$ cat src/rtl/core/sorted_insert_priority_queue_top_macros.svh
// Assertion macros for the sorted priority queue.
// Used by sorted_insert_priority_queue_top; expects clk and rst_n in scope.
`ifndef SORTED_INSERT_PRIORITY_QUEUE_TOP_MACROS_SVH
`define SORTED_INSERT_PRIORITY_QUEUE_TOP_MACROS_SVH
`ifndef SYNTH
`define SPQ_ASSERT(lbl, prop) \
    lbl: assert property (@(posedge clk) disable iff (!rst_n) prop) \
        else $error("spq assertion failed");
`define SPQ_ASSERT_NEVER(lbl, expr) \
    lbl: assert property (@(posedge clk) disable iff (!rst_n) !(expr)) \
        else $error("spq forbidden condition seen");
`else
`define SPQ_ASSERT(lbl, prop)
`define SPQ_ASSERT_NEVER(lbl, expr)
`endif
`endif

$ cat src/rtl/core/spq_pkg.sv
// Shared types and codes for the sorted priority queue.
// No dependencies; imported by spq_cell, the top level and the testbench.
package spq_pkg;

    localparam int unsigned DATA_W = 32;

    localparam logic FUNC_INSERT = 1'b0;
    localparam logic FUNC_REMOVE = 1'b1;

    typedef enum logic [1:0] {
        STAT_OK    = 2'd0,
        STAT_FULL  = 2'd1,
        STAT_EMPTY = 2'd2
    } status_t;

    // Command broadcast to every cell of the chain
    typedef struct packed {
        logic                     ins;
        logic                     rem;
        logic signed [DATA_W-1:0] value;
    } cell_cmd_t;

endpackage

$ cat src/rtl/core/sorted_insert_priority_queue_top.sv
// Top level of the sorted priority queue: command port, occupancy count, cell chain.
// Depends on spq_pkg, spq_cell and sorted_insert_priority_queue_top_macros.svh.
//
//  channel  | handshake          | payload
//  ---------+--------------------+-------------------------------------------------
//  command  | start / busy       | func, new_value
//  result   | done (1-cycle)     | popped_value, pop_valid, head_value,
//           |                    | entry_count, is_empty, status
//
// Every transaction is taken while start is high; its result strobes on done the next cycle.
// All cells compare against the new value in parallel, so one transaction per cycle.
// busy stays low; a command may be issued in every cycle.
// Reset empties the queue (count to zero); entry contents are not cleared.
// The receiver cannot stall: each result is shown for exactly one cycle.
`include "sorted_insert_priority_queue_top_macros.svh"
module sorted_insert_priority_queue_top
    import spq_pkg::*;
#(
    parameter int unsigned CAPACITY = 32
)
(
    input  logic                     clk,
    input  logic                     rst_n,
    input  logic                     start,
    output logic                     busy,
    input  logic                     func,
    input  logic signed [DATA_W-1:0] new_value,
    output logic                     done,
    output logic signed [DATA_W-1:0] popped_value,
    output logic                     pop_valid,
    output logic signed [DATA_W-1:0] head_value,
    output logic [5:0]               entry_count,
    output logic                     is_empty,
    output logic [1:0]               status
);

    localparam int unsigned CNT_W = $clog2(CAPACITY + 1);

    logic [CNT_W-1:0] count_reg;
    logic [CNT_W-1:0] count_next;
    logic             done_reg;

    logic signed [DATA_W-1:0] popped_reg;
    logic                     pop_valid_reg;
    logic signed [DATA_W-1:0] head_reg;
    logic [CNT_W-1:0]         count_out_reg;
    status_t                  status_reg;
    status_t                  status_next;

    logic      accept;
    logic      full;
    logic      empty;
    cell_cmd_t cmd;

    logic signed [DATA_W-1:0] cell_value [CAPACITY];
    logic signed [DATA_W-1:0] cell_value_next [CAPACITY];
    logic                     cell_lt [CAPACITY];

    // every transaction completes in the cycle it is accepted
    assign busy   = 1'b0;
    assign accept = start && !busy;
    assign full   = (count_reg == CNT_W'(CAPACITY));
    assign empty  = (count_reg == '0);

    assign cmd.ins   = accept && (func == FUNC_INSERT) && !full;
    assign cmd.rem   = accept && (func == FUNC_REMOVE) && !empty;
    assign cmd.value = new_value;

    always_comb
    begin
        count_next  = count_reg;
        status_next = STAT_OK;
        if (cmd.ins)
            count_next = count_reg + 1'b1;
        else if (cmd.rem)
            count_next = count_reg - 1'b1;
        if (accept && (func == FUNC_INSERT) && full)
            status_next = STAT_FULL;
        else if (accept && (func == FUNC_REMOVE) && empty)
            status_next = STAT_EMPTY;
    end

    genvar i;
    generate
        for (i = 0; i < CAPACITY; i++)
        begin : g_cell
            logic                     left_lt;
            logic signed [DATA_W-1:0] left_value;
            logic signed [DATA_W-1:0] right_value;

            if (i == 0)
            begin : g_first
                // head cell: new value lands here unless this entry stays
                assign left_lt    = 1'b1;
                assign left_value = cell_value[0];
            end
            else
            begin : g_mid
                assign left_lt    = cell_lt[i-1];
                assign left_value = cell_value[i-1];
            end

            if (i == CAPACITY - 1)
            begin : g_last
                assign right_value = cell_value[i];
            end
            else
            begin : g_inner
                assign right_value = cell_value[i+1];
            end

            spq_cell u_cell (
                .clk         (clk),
                .cmd         (cmd),
                .occupied    (count_reg > CNT_W'(i)),
                .left_lt     (left_lt),
                .left_value  (left_value),
                .right_value (right_value),
                .lt          (cell_lt[i]),
                .value       (cell_value[i]),
                .value_next  (cell_value_next[i])
            );
        end
    endgenerate

    always_ff @(posedge clk or negedge rst_n)
    begin
        if (!rst_n)
        begin
            count_reg <= '0;
            done_reg  <= 1'b0;
        end
        else
        begin
            count_reg <= count_next;
            done_reg  <= accept;
        end
    end

    // Result payload: no reset, qualified by done
    always_ff @(posedge clk)
    begin
        if (accept)
        begin
            popped_reg    <= cmd.rem ? cell_value[0] : '0;
            pop_valid_reg <= cmd.rem;
            head_reg      <= (count_next != '0) ? cell_value_next[0] : '0;
            count_out_reg <= count_next;
            status_reg    <= status_next;
        end
    end

    assign done         = done_reg;
    assign popped_value = popped_reg;
    assign pop_valid    = pop_valid_reg;
    assign head_value   = head_reg;
    assign entry_count  = 6'(count_out_reg);
    assign is_empty     = (count_out_reg == '0);
    assign status       = status_reg;

    `SPQ_ASSERT_NEVER(a_count_bound, count_reg > CNT_W'(CAPACITY))
    `SPQ_ASSERT(a_done_follows, start |=> done)
    `SPQ_ASSERT(a_done_caused, done |-> $past(start))
    `SPQ_ASSERT(a_ins_grows, cmd.ins |=> count_reg == $past(count_reg) + 1'b1)
    `SPQ_ASSERT_NEVER(a_pop_status, done && pop_valid && (status != STAT_OK))

endmodule

$ cat src/rtl/core/spq_cell.sv
// One slot of the sorted chain: holds one entry and trades with its neighbors.
// Depends on spq_pkg.
module spq_cell
    import spq_pkg::*;
(
    input  logic                     clk,
    input  cell_cmd_t                cmd,
    input  logic                     occupied,
    input  logic                     left_lt,
    input  logic signed [DATA_W-1:0] left_value,
    input  logic signed [DATA_W-1:0] right_value,
    output logic                     lt,
    output logic signed [DATA_W-1:0] value,
    output logic signed [DATA_W-1:0] value_next
);

    logic signed [DATA_W-1:0] value_reg;

    // Entry stays put on insert when it is strictly smaller than the new value
    assign lt    = occupied && (value_reg < cmd.value);
    assign value = value_reg;

    always_comb
    begin
        value_next = value_reg;
        if (cmd.ins)
        begin
            if (lt)
                value_next = value_reg;
            else if (left_lt)
                value_next = cmd.value;
            else
                value_next = left_value;
        end
        else if (cmd.rem)
        begin
            value_next = right_value;
        end
    end

    always_ff @(posedge clk)
    begin
        value_reg <= value_next;
    end

endmodule

$ cat config.mk
export PLATFORM = sky130hd
export DESIGN_NAME = sorted_insert_priority_queue_top
export DESIGN_NICKNAME = d
export VERILOG_FILES = /design/src/rtl/core/spq_pkg.sv /design/src/rtl/core/sorted_insert_priority_queue_top.sv /design/src/rtl/core/spq_cell.sv
export VERILOG_INCLUDE_DIRS = /design/src /design/src/rtl/core
export SDC_FILE = /design/constraint.sdc
export NUM_CORES = 2
export LEC_CHECK = 0
export ABC_AREA = 1
export BUFFER_PORTS_ARGS = -buffer_cell sky130_fd_sc_hd__buf_2
export CAP_MARGIN = 20
export CORE_MARGIN = 3
export CORE_UTILIZATION = 45
export CTS_BUF_LIST = sky130_fd_sc_hd__clkbuf_4
export DETAILED_ROUTE_END_ITERATION = 16
export GPL_TIMING_DRIVEN = 0
export HOLD_SLACK_MARGIN = 0.05
export SYNTH_ARGS = -nofsm -noshare
export SYNTH_HDL_FRONTEND = slang
export SYNTH_SLANG_ARGS = --single-unit
$ cat constraint.sdc
create_clock -name clk -period 5.7 [get_ports clk]
set_input_delay 0 -clock clk [delete_from_list [all_inputs] [get_ports clk]]
set_output_delay 0 -clock clk [all_outputs]
set_load 0.05 [all_outputs]
; ---- Word-level counts from Yosys, hierarchy flattened
; Cells that the tools add are included.
[totals]
ff_bits = 1104
inputBits = 36
out_inout_bits = 76
word_cells = 340
[classes]
add_sub_neg = 2
order_cmp = 64
n_eq_ne = 31
muxes = 127
bitwise = 2
n_reduce_logical = 75
[ops]
columns = operator, count
row1 = 32-bit 2-to-1 mux, 124
row2 = 32-bit less-than comparator, 32
row3 = "6-bit by 5-bit greater-than comparator with 1-bit output, second input constant", 16
row4 = 2-bit AND reduction, 31
row5 = "2-bit inequality test, second input constant", 30
row6 = "6-bit by 4-bit greater-than comparator with 1-bit output, second input constant", 8
row7 = 1-bit logical AND, 38
row8 = "6-bit by 3-bit greater-than comparator with 1-bit output, second input constant", 4
row9 = "6-bit by 1-bit greater-than comparator with 1-bit output, second input constant", 2
row10 = "6-bit by 2-bit greater-than comparator with 1-bit output, second input constant", 2
row11 = 6-bit logical NOT, 2
row12 = 6-bit 2-to-1 mux, 2
row13 = "6-bit by 1-bit adder with 6-bit output, second input constant", 1
row14 = "6-bit equality test, second input constant", 1
row15 = 6-bit nonzero test, 1
row16 = "6-bit by 1-bit subtractor with 6-bit output, second input constant", 1
row17 = 1-bit logical NOT, 2
row18 = 2-bit 2-to-1 mux, 1
row19 = 1-bit NOT, 2
row20 = 2-bit nonzero test, 1

; ---- Depth between registers and ports, before layout
[logic_depth]
ltp_word = 6
mapped_depth = 20
mapped_depth_nobuf = 17

; ---- Modules after synthesis
; From an unflattened synthesis, not the netlist that was laid out.
[unflattened]
cells_unflattened = 15960
area_unflattened_um2 = 98710.9
[modules_own_cells]
columns = mod, instances, cells_per_inst, area_per_inst_um2, seq_area_each_um2
row1 = spq_cell (g_cell[0].u_cell ...), 31, 487, 2966.6, 640.6
row2 = sorted_insert_priority_queue_top, 1, 374, 3778.6, 2367.3
row3 = spq_cell (g_cell[9].u_cell), 1, 489, 2967.8, 640.6

; ---- Worst setup path before layout
; Ideal clock, no wire load.
[synth_timing]
path_type = input to register
from = input new_value[11]
to = register g_cell[31].u_cell.value_reg[0] (enable)
setup_time_ns = 0.422
arrival_ns = 3.570
required_ns = 5.278
setup_slack_ns = 1.708
path_stages = 13
path_buffers = 1
cell_sequence = inv_1 -> clkbuf_1 -> ha_1 -> a21oi_1 -> o21a_1 -> o21ai_0 -> nand3_1 -> nand3_1 -> nand2_1 -> nand2_1 -> nor2_1 -> nor2_1 -> nor2_1
[synth_via]
elab_chain_len = 4
[synth_lines]
columns = element, line_no
row1 = from (decl), sorted_insert_priority_queue_top.sv:27  ; input logic signed [DATA_W-1:0] new_value,
row2 = 32-bit less-than comparator, spq_cell.sv:20  ; assign lt = occupied && (value_reg < cmd.value);
row3 = 1-bit logical AND, spq_cell.sv:20
row4 = 1-bit NOT (no source line), -
row5 = 2-bit AND reduction (no source line), -
row6 = to (signal assigned), spq_cell.sv:43  ; value_reg <= value_next;
row7 = to (decl), spq_cell.sv:17  ; logic signed [DATA_W-1:0] value_reg;
; Every way passes these cells.
; A chain may end at the register's enable or synchronous reset.

; ---- Final worst setup path
[layout_timing]
from = register count_reg[1]
to = register g_cell[14].u_cell.value_reg[0] (enable)
[layout_via]
elab_chain_len = 5
word_cells_on_any_way = 11
cone_classes = order compare (1) / eq/ne (2) / reduce/logical (8)
[layout_lines]
columns = element, line_no
row1 = from (decl), sorted_insert_priority_queue_top.sv:39  ; logic [CNT_W-1:0] count_reg;
row2 = from (signal assigned), sorted_insert_priority_queue_top.sv:135  ; count_reg <= count_next;
row3 = branches (longest 4 deep; another with 6-bit by 4-bit greater-than comparator with 1-bit output), -
row4 = 2-bit AND reduction (no source line) *, -
row5 = to (signal assigned), spq_cell.sv:43
row6 = to (decl), spq_cell.sv:17
; Every way passes the cells marked *.

==> impl_metrics.json <==
{
  "placement.io_buffers": 110,
  "synth.area.top_cells": "edfxtp_1 37%, nand2_1 16%, ha_1 15%",
  "p_clk_share_pct": 19.0,
  "yosysMostFrequentCell": "nand2_1",
  "ys.flop_type": "edfxtp_1",
  "cp_top_family": "buffers and inverters",
  "peakVddDrop_uv": 224,
  "setup_viol": 0,
  "drc": 0,
  "slowest_delay_ps": 680,
  "ff2ff_path_depth": 13,
  "io_pins": 112,
  "synth.largest_area_cell": "edfxtp_1",
  "crit_buf_inv": 8,
  "worstSetupEndpointType": "flop",
  "setup_tns_ps": 0,
  "period_share_pct": 92.0,
  "period_needed_ps": 5240,
  "crit_fanout": 17,
  "slowest_stage": "nand2_1",
  "p_per_area_nw_per_um2": 430,
  "antenna_left": 0,
  "largest_reg_flops": 1024,
  "max_cap_viol_count": 0,
  "switchingPower_mw": 19.8,
  "coreArea_um2": 188000,
  "dr_total_vias": 88100,
  "synth_edf_count": 1065,
  "comb_power_share_pct": 47.1,
  "cp.depth": 13,
  "avgRoutedWirePerCell_um": 26.1,
  "die-height_um": 441,
  "synth_seq_area_share_pct": 38.4,
  "cts_tree": "yes",
  "area_growth_pct": 13.2,
  "cts_resized": 0,
  "antenna_found_initial": 19,
  "cts.root.buffer_cell": "clkbuf_4",
  "synth_top_area_share_pct": 37.5,
  "total_leakage_power_nw": 46.8,
  "path_clk_slew_ps": 60,
  "drt-initial-drc-count": 11100,
  "track_usage_pct": 37.7,
  "critPathRequiredTime_ps": 6780,
  "first_pass_iters": 7,
  "cts.sinks": 1104,
  "finalClockSkew_ps": 84.1,
  "fill_cells": 18600,
  "pre_cts_slack_ps": 638,
  "rsz0062_at_grt": "false",
  "syn_area_um2": 85300,
  "die_x_um": 441,
  "worstSetupPathType": "reg2reg",
  "setup_ws_ps": 457,
  "insertion_delay_ps": 1450,
  "finalNetCount": 12800,
  "setup.worst_path.start": "count_reg[1]",
  "start_util_pct": 45.3,
  "cts_setup_buffers": 0,
  "overflow": 0,
  "crit_arrival_ps": 6330,
  "start_kind": "flop",
  "drt-total-wl_mm": 379,
  "synth_warnings": 0,
  "hpwl_mm": 286,
  "path_cells": "inv_1 > ha_1 > buf_2 > nand4_1 > nand2_2 > inv_2 > buf_2 > buf_2 > buf_2 > buf_2 > nand2_1 > nand2_1 > buf_16",
  "cpMostUsedCell": "buf_2",
  "viasPerCell": 6.07,
  "syn_nets": 12200,
  "grt_pass1_vias": 83200,
  "numCtsBuffers": 345,
  "gp_congestion": 0.997,
  "grt_max_degree": 54,
  "htree_num_levels": 5,
  "p_int_mw": 21.8,
  "die-area_um2": 195000,
  "p_seq_share_pct": 33.9,
  "r2r_start": "count_reg[1]",
  "hold_class": "in2async",
  "hold_slack_ps": 163,
  "relSlewSlack_pct": 8.75,
  "rows": 159,
  "hold_viol": 0,
  "swShare_pct": 47.7,
  "grt_first_pass_wirelength_mm": 538,
  "synth_common_cells": "3728 x nand2_1, 1169 x inv_1, 1077 x nand3_1",
  "ys_seq_elements": 1104,
  "status": "finished, final reports clean",
  "max_slew.worst_pin.slew_ps": 1370,
  "ys_types": 52,
  "synth_cells": 11100,
  "max_freq_ghz": 0.191,
  "slew_violations": 0,
  "drive_gt1_share_pct": 8.27,
  "clockBufferDepth": 4,
  "syn_area_per_cell_um2": 7.67,
  "ys_async_sr_fraction_pct": 0.634
}
==> per-layer routing <==
metal,up-vias,global-route usage [%],share of wire [%]
li1,39900,-,-
met4,10,22.6,7.0
met3,1312,10.9,12
met1,41600,48.1,38
met2,5384,56.4,42
met5,-,0.447,0.052
==> final timing paths <==
check	end	slack, ps
setup / recovery	g_cell[14].u_cell.value[0]	460
hold / removal	done	160
setup reg to reg	g_cell[14].u_cell.value[0]	460
hold reg to reg	g_cell[20].u_cell.value[4]	550
max in group asynchronous	count_reg[5]	5180
min in group clk	g_cell[1].u_cell.value[10]	190
==> through the flow <==
step / power [mW] / cell area (µm²) / cells / util [%]
6_report: 41.6 / 96600 / 14500 / 51.3
3_5_place_dp: 33.0 / 91600 / 13800 / 48.7
5_1_grt: 44.2 / 96600 / 14500 / 51.3
2_1_floorplan: 26.1 / 85300 / 11100 / -
3_3_place_gp: 32.0 / 89000 / 13700 / 47.3
4_1_cts: 41.0 / 96500 / 14500 / 51.3
==> placed cells by master (no fill, tap or decap), types with 10 or more instances in the layout <==
cell and instances:
a21oi_1 496, buf_1 81, inv_2 18, nor3_1 54, nand4_1 1066, o21ai_1 22, nand2_1 3719, dlygate4sd3_1 92
buf_2 254, nand2_2 12, a21oi_2 31, o21ai_0 187, a31oi_1 17, inv_1 1169, clkbuf_2 15, clkbuf_1 441
buf_8 45, nor2_1 250, nand3_1 1077, o211ai_1 60, clkbuf_4 512, nand3b_1 21, nor4_1 10, a211oi_1 42
o21a_1 29, edfxtp_1 1065, clkinv_1 66, buf_16 57, dfxtp_1 32, clkinv_2 13, ha_1 996
==> cells by family (layout without fill, tap and decap cells) <==
family          Yosys count  in the layout  synth area share, %
compound gates          898            898                 5.88
xor+xnor                  5              5               0.0513
fa+ha+maj               996            996                 14.6
buf+inv                1902           2785                 8.62
flops                  1104           1104                 38.4
other cells               1             10              0.00439
simple gates           6227           6227                 32.4
==> area by class of cell <==
class,count,area (µm²),area share (%)
Antenna cell,9,22.5,0.0233
Buffer,718,3040,3.15
Clock buffer,481,3610,3.74
Clock inverter,85,388,0.402
Inverter,1184,4450,4.60
Multi-Input combinational cell,8127,45200,46.8
Sequential cell,1104,32800,34.0
Tap cell,2495,3120,3.23
Timing Repair Buffer,317,3910,4.04
==> worst register-to-register path, delay by kind of cell (launching register included) <==
family	cells	cell delay, ps
simple gates	4	1140
buf+inv	8	2980
fa+ha+maj	1	250
flops	1	570
==> power groups by stage <==
stage	Clock [mW]	Sequential, mW	Combinational [mW]
2_1_floorplan	0	13.3	12.8
3_5_place_dp	0	14.1	18.9
6_report	7.88	14.1	19.6
3_3_place_gp	0	14.2	17.8
4_1_cts	7.96	14.0	19.1
5_1_grt	8.37	14.2	21.6
==> repair_timing <==
item	4_1_cts	5_1_grt
endpoints found under the hold margin	1078	0
hold buffers	93	0
setup endpoints to repair	0	0
Note: power is estimated with default switching activity, not from simulation.
